**config.mk**
```make
export PLATFORM = sky130hd
export DESIGN_NAME = pare_queue
export DESIGN_NICKNAME = d
export VERILOG_FILES = /design/src/rtl/pare_pkg.sv /design/src/rtl/pare_queue.sv
export SDC_FILE = /design/constraint.sdc
export NUM_CORES = 2
export LEC_CHECK = 0
export BUFFER_PORTS_ARGS = -buffer_cell sky130_fd_sc_hd__buf_2
export CORE_AREA = 2 2 768 770
export DETAILED_ROUTE_END_ITERATION = 8
export DIE_AREA = 0 0 770 772
export GPL_ROUTABILITY_DRIVEN = 1
export GPL_TIMING_DRIVEN = 1
export REMOVE_ABC_BUFFERS = 1
export SLEW_MARGIN = 20
export SYNTH_ARGS = -nofsm -noshare
export SYNTH_HDL_FRONTEND = slang
export SYNTH_SLANG_ARGS = --single-unit
```
**constraint.sdc**
```tcl
create_clock -name clk -period 54.9 [get_ports clk]
set_clock_uncertainty 0.1 [all_clocks]
set_input_delay 5.49 -clock clk [delete_from_list [all_inputs] [get_ports clk]]
set_output_delay 5.49 -clock clk [all_outputs]
set_load 0.005 [all_outputs]
```
**src/rtl/pare_pkg.sv**
```systemverilog
// ----------------------------------------------------------------------------
// pare_pkg: shared types and constants for primitive assembly ray emit
// Command codes, mode codes, result kinds and the front/back request struct.
// ----------------------------------------------------------------------------
package pare_pkg;

    typedef enum logic [2:0] {
        FN_BEGIN  = 3'd0,
        FN_END    = 3'd1,
        FN_VERTEX = 3'd2,
        FN_NORMAL = 3'd3,
        FN_COLOR  = 3'd4,
        FN_LWIDTH = 3'd5,
        FN_WSCALE = 3'd6,
        FN_SPHERE = 3'd7
    } func_t;

    localparam logic [3:0] MODE_POINTS = 4'd0;
    localparam logic [3:0] MODE_LINES  = 4'd1;
    localparam logic [3:0] MODE_LOOP   = 4'd2;
    localparam logic [3:0] MODE_STRIP  = 4'd3;
    localparam logic [3:0] MODE_TRIS   = 4'd4;
    localparam logic [3:0] MODE_TSTRIP = 4'd5;
    localparam logic [3:0] MODE_FAN    = 4'd6;
    localparam logic [3:0] MODE_NONE   = 4'd15;

    typedef enum logic [1:0] {
        KIND_COLOR  = 2'd0,
        KIND_SPHERE = 2'd1,
        KIND_CYL    = 2'd2,
        KIND_TRI    = 2'd3
    } kind_t;

    localparam logic signed [31:0] ONE_Q       = 32'sd65536;
    localparam logic signed [31:0] SCALE_RESET = 32'sd9830;

    typedef logic signed [31:0] q_t;

    typedef struct packed {
        q_t x;
        q_t y;
        q_t z;
    } vec_t;

    // One result item as sent on the output channel.
    typedef struct packed {
        kind_t kind;
        logic  last;
        vec_t  pos;
        vec_t  col;
        vec_t  nrm;
        q_t    rad;
    } item_t;

    // One classified request: up to three items, count in cnt.
    typedef struct packed {
        logic [1:0] cnt;
        item_t      i0;
        item_t      i1;
        item_t      i2;
    } req_t;

endpackage

```
**src/rtl/pare_queue.sv**
```systemverilog
// ----------------------------------------------------------------------------
// pare_queue: request queue between front and back
// Small FIFO of classified requests; almost-full stalls the front.
// ----------------------------------------------------------------------------
module pare_queue #(
    parameter int DEPTH = 4
)
(
    input  logic           clk,
    input  logic           rst_n,
    input  logic           push,
    input  pare_pkg::req_t wdata,
    input  logic           pop,
    output pare_pkg::req_t rdata,
    output logic           empty,
    output logic           afull
);
    import pare_pkg::*;

    localparam int AW = (DEPTH > 1) ? $clog2(DEPTH) : 1;

    req_t         mem [DEPTH];
    logic [AW-1:0] wp_reg, rp_reg;
    logic [AW:0]   n_reg;

    assign empty = (n_reg == '0);
    // Leave room for a request already decoded in flight.
    assign afull = (n_reg >= (AW+1)'(DEPTH - 1));
    assign rdata = mem[rp_reg];

    always_ff @(posedge clk)
    begin
        if (push)
            mem[wp_reg] <= wdata;
    end

    always_ff @(posedge clk or negedge rst_n)
    begin
        if (!rst_n)
        begin
            wp_reg <= '0;
            rp_reg <= '0;
            n_reg  <= '0;
        end
        else
        begin
            if (push)
                wp_reg <= (wp_reg == AW'(DEPTH - 1)) ? '0 : wp_reg + 1'b1;
            if (pop)
                rp_reg <= (rp_reg == AW'(DEPTH - 1)) ? '0 : rp_reg + 1'b1;
            n_reg <= n_reg + (AW+1)'(push) - (AW+1)'(pop);
        end
    end

endmodule

```
==> flow_summary_export.csv <==
group,metric,value,unit
setup_path,startpoint_type,"register",
clock_network,cts_resized,0,
global_routing,overflow,0,
sta,rsz0062_at_grt,"no",
setup_path,rr_worst_depth,8,
cells_and_area,drive_gt1_share,42.6,%
synthesis,synth.avg_cell_area,27.8,um2
setup_path,cp-end-kind,"output port",
power_and_ir_drop,powerDensity,53.4,nW/um2
floorplanning,die_h,772,um
min_path,min_from,"wp_reg[0]",
cells_and_area,num-nets-final,8326,
clock_network,cts.sinks,3891,
detailed_routing,drt_wl_total,476,mm
power_and_ir_drop,ir_worst_vdd,0.0431,mV
cells_and_area,fill_cells,56600,
placement,place.gp.congestion,0.849,
synthesis,ys_seq_area_share,82.3,%
run,maxCapViolCount,0,
placement,port_buffers,1947,
detailed_routing,drtPass1Iterations,5,
synthesis,yosysWarnings,0,
min_path,hp-class,"reg -> reg",
setup_path,cp.arrival,7660,ps
clock_network,clockBufferDepth,4,
sta,finalSetupViolations,0,
placement,dp_hpwl,349,mm
setup_path,reg2reg_from,"wp_reg[1]",
global_routing,antenna_found_initial,458,
detailed_routing,drtIter0Drc,6435,
global_routing,grt_pass1_vias,69000,
global_routing,track_usage,15.3,%
sta,period_needed,13250,ps
detailed_routing,top_layer,"met5",
synthesis,yosysUniqueCellTypes,20,
detailed_routing,detail-route-antenna-nets,0,
setup_path,crit_path_cell_trace,"buf_4, buf_4, buf_4, buf_4, buf_4, buf_4, buf_4, mux4_2, buf_2",
status,outcome,"completed",
clock_network,cts_made_buffers,405,
setup_path,crit_fanout,58,
cells_and_area,syn_to_final_growth,23.1,%
global_routing,grt_pass1_wl,623,mm
setup_path,r2r_slack,48820,ps
cells_and_area,finalCoreUtilization,29.8,%
detailed_routing,drc,0,
min_path,min_to,"wp_reg[0]",
synthesis,synth-seq-cells,3891,
setup_path,timing.rr.end,"mem[1][17]",
clock_network,cts_hold_buf,0,
setup_path,cp_slowest_cell,"buf_4",
sta,fin_crit_sh,24.1,%
detailed_routing,dr_wl_met3,70.5,mm
global_routing,grt_max_degree,152,
floorplanning,initial_core_util,24.2,%
sta,fmax,75.5,MHz
floorplanning,rows,282,
clock_network,post_cts_buffers,0,
setup_path,worstPathRequired,49310,ps
synthesis,yosysTopAreaCell,"edfxtp_1",
floorplanning,ios,1948,
floorplanning,dieArea,594000,um2
cells_and_area,final_common_cell,"edfxtp_1",
setup_path,critical_path.most_common_cell,"buf_4",
power_and_ir_drop,leakagePower,57.9,nW
synthesis,netlist.area_leader.share,82.2,%
sta,tns,0,ps
clock_network,cts-root-buf,"clkbuf_16",
clock_network,insertion_delay,990,ps
sta,report.final.slew_viol_count,0,
detailed_routing,route.met2.wl,214,mm
setup_path,critical_path.max_stage_delay,760,ps
detailed_routing,vias,68800,
sta,slew_headroom,20.8,%
cells_and_area,largest_register_ffs,3884,
setup_path,crit_type,"reg -> out",
detailed_routing,wl_met1,168,mm
synthesis,synth_area_leaders,"edfxtp_1 (82%), mux4_2 (10%), mux4_1 (6.0%)",
floorplanning,die_w,770,um
clock_network,clkSlewWorstSetupHoldPaths,60,ps
clock_network,cts.htree.levels,5,
sta,worstMarginPinSlew,1190,ps
detailed_routing,detail_route.wl_per_cell,30.0,um
synthesis,synth_area,142000,um2
synthesis,synth_cells,5109,
cells_and_area,final_cell_mix,"edfxtp_1 (3884), buf_2 (1947), mux4_2 (648), clkbuf_16 (405), mux4_1 (323)",
clock_network,cts_tree,"yes",
power_and_ir_drop,p_total,9.33,mW
detailed_routing,vias_per_cell,4.34,
sta,hold_viol,0,
min_path,hold_path_depth,2,
floorplanning,core_area,587000,um2
[power breakdown]
group | internal [mW] | switching [mW] | total, mW
registers | 3.80 | 0.0994 | 3.90
logic | 1.06 | 1.62 | 2.68
clock network | 1.56 | 1.18 | 2.75
total | 6.42 | 2.91 | 9.33
[per-layer routing]
| metal | global-route usage (%) | up-vias |
|---|---|---|
| li1 | - | 27700 |
| met2 | 23.4 | 3590 |
| met4 | 6.32 | 254 |
| met5 | 0.555 | - |
| met3 | 8.38 | 1172 |
| met1 | 17.7 | 36100 |
[cells by family (layout without fill, tap and decap cells)]
family | count (synthesis) | count (layout) | share of synthesized area, %
AO/OA/AOI/OAI | 3 | 3 | 0.0106
flip-flops | 3891 | 3891 | 82.3
buffers and inverters | 223 | 2786 | 1.27
AND/OR/NAND/NOR | 9 | 9 | 0.0353
other | 0 | 354 | 0
XOR/XNOR | 1 | 1 | 0.00617
multiplexers | 973 | 973 | 16.3
adder cells (fa/ha/maj) | 9 | 9 | 0.0847
[Yosys cell counts]
library cell	instances
fa_1	1
ha_1	8
xor2_1	1
buf_2	89
mux4_2	648
edfxtp_1	3884
and2_1	4
nand2_1	2
buf_8	9
dfrtp_1	7
nor3_1	1
buf_4	1
clkbuf_1	18
or3b_2	1
mux4_1	323
nor2_1	1
o21ai_0	3
inv_1	7
mux2_2	2
buf_6	99
[worst max path at each step]
| stage | from | end | slack (ps) | depth (start not counted) |
|---|---|---|---|---|
| floorplan | rp_reg[0] | rdata[0] | 12870 | 1 |
| global placement | rp_reg[1] | rdata[681] | 42630 | 9 |
| detailed placement | rp_reg[1] | rdata[681] | 42590 | 9 |
| CTS | rp_reg[1] | rdata[681] | 41440 | 9 |
| global route | rp_reg[1] | rdata[681] | 41270 | 9 |
| finish | rp_reg[1] | rdata[681] | 41650 | 9 |
[layout make-up]
cell class                      count  area, um2  share of cell area, %
Clock inverter                    249       2850                   1.63
Antenna cell                      354        886                  0.507
Tap cell                         7810       9770                   5.59
Sequential cell                  3891     117000                   66.9
Inverter                            7       26.3                 0.0150
Clock buffer                      488      10400                   5.98
Timing Repair Buffer             2042      10600                   6.08
Multi-Input combinational cell    995      23300                   13.3
[through the flow]
stage	setup slack, ps	area [um2]	hold WS [ps]	instances
after floorplan	12870	140000	465	4893
final	41650	175000	532	15800
after detailed placement	42590	161000	508	14700
after global routing	41270	174000	571	15600
after CTS	41440	174000	535	15500
after global placement	42630	161000	494	14700
[critical path: cells and delay by family (launching register included)]
kind	cells	cell delay (ps)
buffers and inverters	8	5100
flip-flops	1	680
multiplexers	1	470
(Power assumes the default switching activity.)
