===== config.mk =====
export PLATFORM = sky130hd
export DESIGN_NAME = pare_back
export DESIGN_NICKNAME = d
export VERILOG_FILES = /design/src/rtl/pare_pkg.sv /design/src/rtl/pare_back.sv
export SDC_FILE = /design/constraint.sdc
export NUM_CORES = 1
export LEC_CHECK = 0
export BUFFER_PORTS_ARGS = -buffer_cell sky130_fd_sc_hd__clkbuf_2
export CORE_AREA = 2 2 504 506
export DETAILED_ROUTE_END_ITERATION = 8
export DIE_AREA = 0 0 506 508
export SYNTH_ARGS = -nofsm -noshare
export SYNTH_HDL_FRONTEND = slang
export SYNTH_SLANG_ARGS = --single-unit

===== constraint.sdc =====
create_clock -name clk -period 3.25 [get_ports clk]
set_input_delay 0.4875 -clock clk [delete_from_list [all_inputs] [get_ports clk]]
set_output_delay 0.4875 -clock clk [all_outputs]
set_load 0.01 [all_outputs]

===== src/rtl/pare_pkg.sv =====
// ----------------------------------------------------------------------------
// pare_pkg: shared types and constants for primitive assembly ray emit
// Command codes, mode codes, result kinds and the front/back request struct.
// ----------------------------------------------------------------------------
package pare_pkg;

    typedef enum logic [2:0] {
        FN_BEGIN  = 3'd0,
        FN_END    = 3'd1,
        FN_VERTEX = 3'd2,
        FN_NORMAL = 3'd3,
        FN_COLOR  = 3'd4,
        FN_LWIDTH = 3'd5,
        FN_WSCALE = 3'd6,
        FN_SPHERE = 3'd7
    } func_t;

    localparam logic [3:0] MODE_POINTS = 4'd0;
    localparam logic [3:0] MODE_LINES  = 4'd1;
    localparam logic [3:0] MODE_LOOP   = 4'd2;
    localparam logic [3:0] MODE_STRIP  = 4'd3;
    localparam logic [3:0] MODE_TRIS   = 4'd4;
    localparam logic [3:0] MODE_TSTRIP = 4'd5;
    localparam logic [3:0] MODE_FAN    = 4'd6;
    localparam logic [3:0] MODE_NONE   = 4'd15;

    typedef enum logic [1:0] {
        KIND_COLOR  = 2'd0,
        KIND_SPHERE = 2'd1,
        KIND_CYL    = 2'd2,
        KIND_TRI    = 2'd3
    } kind_t;

    localparam logic signed [31:0] ONE_Q       = 32'sd65536;
    localparam logic signed [31:0] SCALE_RESET = 32'sd9830;

    typedef logic signed [31:0] q_t;

    typedef struct packed {
        q_t x;
        q_t y;
        q_t z;
    } vec_t;

    // One result item as sent on the output channel.
    typedef struct packed {
        kind_t kind;
        logic  last;
        vec_t  pos;
        vec_t  col;
        vec_t  nrm;
        q_t    rad;
    } item_t;

    // One classified request: up to three items, count in cnt.
    typedef struct packed {
        logic [1:0] cnt;
        item_t      i0;
        item_t      i1;
        item_t      i2;
    } req_t;

endpackage


===== src/rtl/pare_back.sv =====
// ----------------------------------------------------------------------------
// pare_back: result sequencer
// Step through the items of the head request, one per accepted output.
// ----------------------------------------------------------------------------
module pare_back
(
    input  logic           clk,
    input  logic           rst_n,
    input  pare_pkg::req_t head,
    input  logic           empty,
    output logic           pop,
    input  logic           stall,
    output logic           valid,
    output pare_pkg::item_t item
);
    import pare_pkg::*;

    logic [1:0] idx_reg;
    logic       fire;

    assign valid = !empty;
    assign fire  = valid && !stall;
    assign pop   = fire && (idx_reg == head.cnt - 2'd1);

    always_comb
    begin
        case (idx_reg)
            2'd0:    item = head.i0;
            2'd1:    item = head.i1;
            default: item = head.i2;
        endcase
    end

    always_ff @(posedge clk or negedge rst_n)
    begin
        if (!rst_n)
            idx_reg <= '0;
        else if (pop)
            idx_reg <= '0;
        else if (fire)
            idx_reg <= idx_reg + 2'd1;
    end

endmodule

==> results.json, run 1 <==
{
  "largest_reg_flops": 2,
  "start_util": 0.0220,
  "yosysSeqAreaShare": 0.00903,
  "overflow": 0,
  "r2r-end": "idx_reg[1]",
  "violations": "setup timing",
  "globalRouteTotalUtil": 0.180,
  "cts_buffers": 3,
  "layout.nets": 3306,
  "drt_iter0_drc": 1159,
  "synth_top_area_share": 0.438,
  "ff2ff_setup_slack_ps": 1900,
  "h-tree-depth": 1,
  "met2WireLength_um": 104000,
  "start_kind": "flop",
  "synth_seq_cells": 2,
  "clk_pin_slew_ps": 30,
  "min_period_ps": 3300,
  "hold_buffers": 0,
  "core_um2": 252000,
  "critPathMaxStageDelay_ps": 970,
  "route.vias.total": 15600,
  "clock.fmax_mhz": 303,
  "synth_area_leaders": "a22oi_1 (44%), nand2_1 (44%), buf_2 (5.6%)",
  "grt_pass1_vias": 13800,
  "drcViolationCount": 0,
  "worstHoldPathType": "in2async",
  "finalSetupViolCount": 3,
  "cts.sinks": 2,
  "crit_path_max_fanout": 59,
  "num-fill-cells": 30000,
  "wirelength_um": 243000,
  "p_total_mw": 19.0,
  "worst_setup_path_end_kind": "output pin",
  "required_ps": 2760,
  "syn_inst": 1099,
  "via_per_inst": 2.69,
  "top_layer_used": "met5",
  "ir_drop_mv": 0.462,
  "worstPathArrival_ps": 2810,
  "route.met3.wl_um": 47600,
  "tightest_slew_ps": 1190,
  "ant_nets": 0,
  "syn_to_final_growth_pct": 229,
  "hpwl_um": 231000,
  "synth_fp_nets": 2076,
  "layout_setup_ws_ps": -51.2,
  "ios": 1300,
  "path_cells": "inv_1 > ha_4 > buf_12 > a22oi_1 > nand2_1 > buf_12",
  "p_leak_nw": 8.99,
  "cts_tree": "yes",
  "rows": 185,
  "maxCapViolCount": 0,
  "synth.largest_area_cell": "a22oi_1",
  "grt_pass1_wl_um": 270000,
  "crit_slowest_cell": "a22oi_1",
  "power_density_nw_per_um2": 1040,
  "hold_viol_final": 0,
  "wl_per_cell_um": 41.8,
  "period_share": 1.02,
  "fp.dieW_um": 506,
  "r2r_start": "idx_reg[1]",
  "antenna_found_initial": 412,
  "syn_area_per_cell_um2": 5.04,
  "critPathTopFamily": "compound AO/OA/AOI/OAI gates",
  "finalSetupTns_ps": -128,
  "rr_worst_depth": 3,
  "status": "complete, but fails checks",
  "max_slew_margin": 0.206,
  "drive_above_1_share": 0.582,
  "place_ws_ps": 58.2,
  "drv_slew": 0,
  "cts_buffer_depth": 2,
  "yosys_warnings": 0,
  "timing.critical_path.mode_cell": "buf_12",
  "root_buffer": "clkbuf_16",
  "dr.pass1.iters": 5,
  "clkLatencyLatePin_ps": 220,
  "worstSetupPathType": "reg2out",
  "yosysUniqueCellTypes": 23,
  "finClkSkew_ps": 0.861,
  "gp_congestion": 0.999,
  "grt_max_degree": 91,
  "die_y_um": 508,
  "worst-path-buf-inv": 3,
  "rsz0062_at_grt": "false",
  "syn_area_um2": 5540,
  "io_buffers": 1299,
  "m1WireLength_um": 81200,
  "dieArea_um2": 257000
}
-- final cells by class --
cell class                      instances  area, µm²  area share
Tap cell                             3366       4210       0.231
Timing Repair Buffer                 1332       8520       0.467
Multi-Input combinational cell        986       5090       0.279
Sequential cell                         2       50.0     0.00274
Antenna cell                          106        265      0.0145
Clock buffer                            3       75.1     0.00412
Inverter                                4       15.0    0.000823
-- cell families (layout without fill, tap and decap cells) --
logic type      count (synthesis)  in the layout  share of synthesized area
compound gates                329            329                      0.446
simple gates                  653            653                      0.447
xor+xnor                        1              1                    0.00158
buf+inv                       111           1339                     0.0899
other cells                     0            106                          0
mux                             1              1                    0.00181
fa+ha+maj                       2              2                    0.00451
flops                           2              2                    0.00903
-- placed cells by master, fill, tap and decap left out, types with 2 or more instances in the layout --
cell | netlist | routed
ha_4 | 0 | 2
clkbuf_2 | 0 | 1196
inv_1 | 4 | 4
nand2_1 | 646 | 646
buf_12 | 0 | 121
dfrtp_1 | 2 | 2
a22oi_1 | 323 | 308
a22oi_2 | 0 | 15
o21ai_0 | 2 | 2
buf_4 | 1 | 14
clkbuf_16 | 0 | 3
diode_2 | 0 | 106
-- per-layer routing --
| layer | GRT usage | vias to the layer above |
|---|---|---|
| met5 | 0.000185 | - |
| met4 | 0.0447 | 210 |
| met3 | 0.159 | 692 |
| met2 | 0.282 | 1657 |
| met1 | 0.176 | 6596 |
| li1 | - | 6459 |
-- what timing repair did --
| action | in CTS | in global routing |
|---|---|---|
| setup buffers | 0 | 0 |
| resized for setup | 4 | 11 |
| endpoints found under the setup margin | 4 | 10 |
-- stage by stage --
stage / utilization / std cells / area [µm²] / hold WS (ps)
4_1_cts: 0.0710 / 5693 / 17900 / 73.4
6_report: 0.0723 / 5799 / 18200 / 80.4
3_5_place_dp: 0.0706 / 5690 / 17800 / 307
2_1_floorplan: - / 1099 / 5540 / 192
3_3_place_gp: 0.0706 / 5689 / 17800 / 307
5_1_grt: 0.0717 / 5737 / 18100 / 76.2
-- synthesized netlist by cell type, drive strengths merged --
library cell	n
nand2b	1
o21ai	2
clkbuf	33
a211oi	1
or4b	1
inv	4
xor2	1
o21a	1
nor2	2
o211ai	1
mux2i	1
nand2	646
or4bb	1
dfrtp	2
ha	2
a311oi	1
nor3	1
a22oi	323
buf	74
and3	1
-- how the worst max path moves through the flow --
stage	startpoint	end	cells past startpoint
2_1_floorplan	idx_reg[1]	item[223]	8
3_3_place_gp	idx_reg[0]	item[203]	7
3_5_place_dp	idx_reg[0]	item[171]	7
4_1_cts	idx_reg[0]	item[215]	6
5_1_grt	idx_reg[0]	item[209]	7
6_report	idx_reg[1]	item[166]	6
-- report_power, final --
part / total [mW] / internal, mW / switching, mW / leakage, nW
Sequential: 0.0521 / 0.0352 / 0.0168 / 0.0255
Clock: 0.188 / 0.157 / 0.0311 / 0.0377
Combinational: 18.8 / 6.29 / 12.5 / 8.92
Note: power is estimated with default switching activity, not from simulation.
==> run 2: changes to the inputs <==
Settings changed: CTS_CLUSTER_DIAMETER set to 40.
Clock period 3.25 ns to 3.95 ns, I/O delays scaled along.
==> run 2 against run 1 <==
  * The run now ends clean
  * Non-clock buffer count decreased by 12
  * Design area decreased by 7.3%
  * Power decreased by 29%
  * Die area unchanged
  * Hold slack improved by 82 ps
  * Count of clock-buffer cells in the layout unchanged
  * First-iteration DRC count decreased by 2.3%
  * Flip-flop and latch count unchanged
  * Combinational power decreased by 29%
  * Cell count decreased by 0.34%
  * Global-route usage increased by 0.43 points
==> results.json, run 2 (synthesized netlist as in run 1, its figures left out) <==
{
  "antenna_found_initial": 475,
  "max_slew_margin": 0.112,
  "path_cells": "inv_1 > ha_4 > buf_4 > a22oi_1 > nand2_1 > clkbuf_2",
  "sequentialPowerShare": 0.003,
  "r2r_start": "idx_reg[0]",
  "layout.nets": 3294,
  "drv_slew": 0,
  "finClkSkew_ps": 1.67,
  "ctsResizeCount": 0,
  "h-tree-depth": 1,
  "finalSetupViolCount": 0,
  "swShare": 0.717,
  "largest_reg_flops": 2,
  "p_switching_mw": 9.71,
  "hold_buffers": 0,
  "clkLatencyLatePin_ps": 230,
  "grt_pass1_wl_um": 276000,
  "drcViolationCount": 0,
  "worstSetupPathType": "reg2out",
  "min_period_ps": 3580,
  "met2WireLength_um": 105000,
  "globalRouteTotalUtil": 0.184,
  "layout_commonest_cell": "clkbuf_2",
  "cts_buffer_depth": 2,
  "top_layer_used": "met5",
  "layout_setup_ws_ps": 369,
  "grt_max_degree": 139,
  "drt_iter0_drc": 1132,
  "overflow": 0,
  "clk_pin_slew_ps": 30,
  "gp_congestion": 1.00,
  "cts_tree": "yes",
  "die_y_um": 508,
  "cts_buffers": 3,
  "dieArea_um2": 257000,
  "drive_above_1_share": 0.573,
  "layout_common_cells": "clkbuf_2 (1,268), nand2_1 (646), a22oi_1 (323)",
  "power.share.clock": 0.011,
  "cts.sinks": 2,
  "tightest_slew_ps": 1330,
  "worstHoldPathType": "in2async",
  "rsz0062_at_grt": "false",
  "status": "finished clean",
  "m1WireLength_um": 90500,
  "finalSetupTns_ps": 0,
  "place_ws_ps": 731,
  "crit_path_max_fanout": 32,
  "fp.dieW_um": 506,
  "start_util": 0.0220,
  "rows": 185,
  "worst_setup_path_end_kind": "output pin",
  "io_buffers": 1299,
  "syn_to_final_growth_pct": 205,
  "route.vias.total": 15800,
  "critPathMaxStageDelay_ps": 1060,
  "start_kind": "flop",
  "hpwl_um": 235000,
  "crit_slowest_cell": "a22oi_1",
  "p_total_mw": 13.6,
  "dr.pass1.iters": 6,
  "core_um2": 252000,
  "cp-startpoint": "idx_reg[0]",
  "grt_pass1_vias": 14000,
  "maxCapViolCount": 0,
  "holdWs_ps": 163,
  "power_frac_comb": 0.986,
  "ir_drop_mv": 0.472,
  "wl_per_cell_um": 42.8,
  "route.met3.wl_um": 41600,
  "required_ps": 3360,
  "root_buffer": "clkbuf_16",
  "period_share": 0.907,
  "ant_nets": 0,
  "post_cts_buffers": 0,
  "worstPathArrival_ps": 2990,
  "wirelength_um": 247000,
  "p_int_mw": 3.84,
  "ios": 1300,
  "hold_viol_final": 0,
  "num-fill-cells": 30100,
  "p_leak_nw": 8.53,
  "power_density_nw_per_um2": 802,
  "clock.fmax_mhz": 279,
  "via_per_inst": 2.73
}
run 2: cell count changes in the layout (fill, tap and decap cells not counted), moves of 7 or more:
cell      previous run  this run
a22oi_2             15         0
diode_2            106        98
buf_12             121        43
clkbuf_2          1196      1268
a22oi_1            308       323
buf_4               14         7
run 2: path summary, 6_finish.rpt:
| kind | cells after the start | to | slack [ps] |
|---|---|---|---|
| setup / recovery | 6 | item[204] | 370 |
| hold / removal | 1 | idx_reg[1] | 160 |
| setup reg to reg | 4 | idx_reg[1] | 2560 |
| hold reg to reg | 2 | idx_reg[1] | 750 |
| max in group asynchronous | 1 | idx_reg[0] | 3680 |
| min in group clk | 2 | idx_reg[1] | 680 |
run 2: stage by stage:
step,instances,utilization,cell area [µm²]
2_1_floorplan,1099,-,5540
3_3_place_gp,5676,0.0656,16600
3_5_place_dp,5678,0.0657,16600
4_1_cts,5681,0.0660,16700
5_1_grt,5724,0.0664,16800
6_report,5779,0.0670,16900
run 2: critical path, delay by kind of cell, from the launching register on:
| kind | cells | cell delay (ps) |
|---|---|---|
| AO/OA/AOI/OAI | 1 | 1060 |
| adder cells (fa/ha/maj) | 1 | 310 |
| buffers and inverters | 3 | 740 |
| flip-flops | 1 | 420 |
| AND/OR/NAND/NOR | 1 | 150 |
run 2: power groups by stage:
stage | registers [mW] | clock network [mW] | logic (mW)
after floorplan | 0.0378 | 0 | 4.64
after global placement | 0.0401 | 0 | 13.8
after detailed placement | 0.0417 | 0 | 13.9
after CTS | 0.0413 | 0.155 | 13.9
after global routing | 0.0427 | 0.158 | 14.5
final | 0.0417 | 0.153 | 13.4
run 2: cell type report:
class	count	area, µm²	area share
Sequential cell	2	50.0	0.00296
Inverter	4	15.0	0.000889
Clock buffer	3	75.1	0.00444
Tap cell	3366	4210	0.249
Timing Repair Buffer	1320	7280	0.431
Antenna cell	98	245	0.0145
Multi-Input combinational cell	986	5020	0.297
run 2: routing by layer:
metal | vias up | global-route usage
met5 | - | 0
met4 | 224 | 0.0396
met3 | 781 | 0.135
met2 | 1695 | 0.289
met1 | 6623 | 0.199
li1 | 6433 | -
==> run 3: changes to the inputs <==
Settings changed: ABC_AREA set to 1, CAP_MARGIN set to 10, CORE_AREA 2 2 504 506 to 2 2 501 503, DIE_AREA 0 0 506 508 to 0 0 503 505.
==> run 3 against run 2 <==
  * Global-route usage grew 0.78 points
  * Fmax shrank 4.5%
  * Cell count is essentially flat
  * Design area shrank 2.2%
  * Power shrank 3.4%
  * Synthesized cell count grew 0.36%
  * Routed wire length grew 3.1%
  * Combinational power shrank 4%
  * Register-to-register slack gained 320 ps
  * Critical endpoint is now item[67]
  * Largest power group unchanged
==> results.json, run 3 <==
{
  "status": "finished clean",
  "largest_reg_flops": 2,
  "io_buffers": 1299,
  "drv_slew": 0,
  "synth_edf_count": 0,
  "num-fill-cells": 29800,
  "layout.nets": 3293,
  "wirelength_um": 255000,
  "yosysSeqAreaShare": 0.00880,
  "hold_viol_final": 0,
  "hold_buffers": 0,
  "finClkSkew_ps": 0.103,
  "clk_pin_slew_ps": 30,
  "final_area_um2": 16500,
  "worst_setup_path_end_kind": "output pin",
  "synth_top_area_share": 0.433,
  "cts_tree": "yes",
  "worstPathArrival_ps": 3160,
  "final_cells": 5780,
  "globalRouteTotalUtil": 0.192,
  "h-tree-depth": 1,
  "rr_worst_depth": 7,
  "worstHoldPathType": "in2async",
  "fp.dieW_um": 503,
  "wl_per_cell_um": 44.2,
  "grt_max_degree": 122,
  "dpl.cell_count": 5641,
  "route.vias.total": 16300,
  "ios": 1300,
  "ctsResizeCount": 0,
  "core_um2": 248000,
  "hpwl_um": 241000,
  "syn_area_um2": 5690,
  "ir_drop_mv": 0.913,
  "gp_congestion": 1.04,
  "ant_nets": 0,
  "layout_setup_ws_ps": 202,
  "synth_seq_cells": 2,
  "cts_buffers": 3,
  "syn_to_final_growth_pct": 190,
  "syn_inst": 1103,
  "synth.largest_area_cell": "nand2_1",
  "layout_commonest_cell": "clkbuf_2",
  "rows": 183,
  "synth_area_leaders": "nand2_1 (43%), a22oi_1 (43%), buf_6 (4.0%)",
  "placed_area_um2": 16100,
  "clock.fmax_mhz": 267,
  "power_density_nw_per_um2": 792,
  "r2r-end": "idx_reg[1]",
  "cts.sinks": 2,
  "r2r_start": "idx_reg[1]",
  "async_reset_ff_frac": 1.00,
  "overflow": 0,
  "synthTopCellsByCount": "nand2_1 (657), a22oi_1 (323), buf_2 (43)",
  "dieArea_um2": 254000,
  "yosys_warnings": 0,
  "worstSetupPathType": "reg2out",
  "grt_pass1_wl_um": 283000,
  "synth_most_common_cell": "nand2_1",
  "period_share": 0.949,
  "maxCapViolCount": 0,
  "drt_iter0_drc": 1372,
  "max_slew_margin": 0.163,
  "drcViolationCount": 0,
  "p_leak_nw": 8.22,
  "via_per_inst": 2.82,
  "layout_common_cells": "clkbuf_2 (1,291), nand2_1 (657), a22oi_1 (323)",
  "drive_above_1_share": 0.571,
  "yosysUniqueCellTypes": 12,
  "rsz0062_at_grt": "false",
  "finalSetupViolCount": 0,
  "min_period_ps": 3750,
  "start_kind": "flop",
  "grt_pass1_vias": 13400,
  "die_y_um": 505,
  "cts_buffer_depth": 2,
  "place_ws_ps": 711,
  "clkLatencyLatePin_ps": 230,
  "crit_path_max_fanout": 100,
  "syn_area_per_cell_um2": 5.16,
  "finalSetupTns_ps": 0,
  "required_ps": 3360,
  "ff2ff_setup_slack_ps": 2880,
  "dr.pass1.iters": 5,
  "synth_flop_cell": "dfrtp_1",
  "antenna_found_initial": 542,
  "synth_fp_nets": 2080,
  "post_cts_buffers": 0,
  "tightest_slew_ps": 1260,
  "start_util": 0.0229,
  "root_buffer": "clkbuf_16"
}
==> run 3: changes by cell type after synthesis, moves of 2 or more <==
cell      previous run  this run
o21ai_0              2         0
buf_4                1        14
nand3_1              0         3
buf_2               62        43
nand2_1            646       657
buf_6                0        20
inv_1                4         6
buf_1               11         0
clkbuf_1            33        30
==> run 3: layout make-up <==
cell class              instances  area [µm²]  share of cell area
flip-flops and latches          2        50.0             0.00303
well taps                    3330        4170               0.252
multi-input cells             988        4980               0.302
inverters                       6        22.5             0.00136
diodes                        136         340              0.0206
clock buffers                   3        75.1             0.00454
repair buffers               1315        6880               0.417
==> run 3: how the worst max path moves through the flow <==
stage / endpoint / start / depth (start not counted) / slack (ps)
2_1_floorplan: item[100] / idx_reg[0] / 8 / 1980
3_3_place_gp: item[307] / idx_reg[0] / 7 / 280
3_5_place_dp: item[68] / idx_reg[0] / 7 / 710
4_1_cts: item[68] / idx_reg[0] / 7 / 470
5_1_grt: item[68] / idx_reg[0] / 7 / 310
6_report: item[67] / idx_reg[0] / 7 / 200
==> run 3: kinds of logic (layout without fill, tap and decap cells) <==
logic type / count (synthesis) / in the layout / share of synthesized area
simple gates: 663 / 663 / 0.441
compound gates: 323 / 323 / 0.426
buf+inv: 113 / 1324 / 0.120
fa+ha+maj: 2 / 2 / 0.00440
flops: 2 / 2 / 0.00880
other cells: 0 / 136 / 0
==> run 3: power by group <==
group	switching (mW)	internal [mW]
Combinational	9.57	3.33
Sequential	0.00994	0.0287
Clock	0.0290	0.129
Total	9.61	3.48
==> run 3: per-layer routing <==
layer  share of wire  vias up  GRT usage
li1                -     6476          -
met1            0.36     6761      0.202
met2            0.40     1800      0.281
met3            0.19      872      0.172
met4           0.040      386     0.0483
met5           0.010        -    0.00285
==> run 3: stage by stage <==
| stage | hold slack [ps] | power [mW] | util |
|---|---|---|---|
| floorplan | 297 | 5.09 | - |
| global placement | 391 | 13.0 | 0.0648 |
| detailed placement | 394 | 13.1 | 0.0649 |
| CTS | 153 | 13.2 | 0.0652 |
| global route | 153 | 13.8 | 0.0655 |
| finish | 156 | 13.1 | 0.0666 |
==> run 3: worst max-delay path: stages, from the launching register on <==
cell and delay [ps]:
dfrtp_1 420, inv_1 170, ha_4 360, nor2_8 90
buf_12 190, a22oi_1 1080, nand2_1 100, clkbuf_2 180
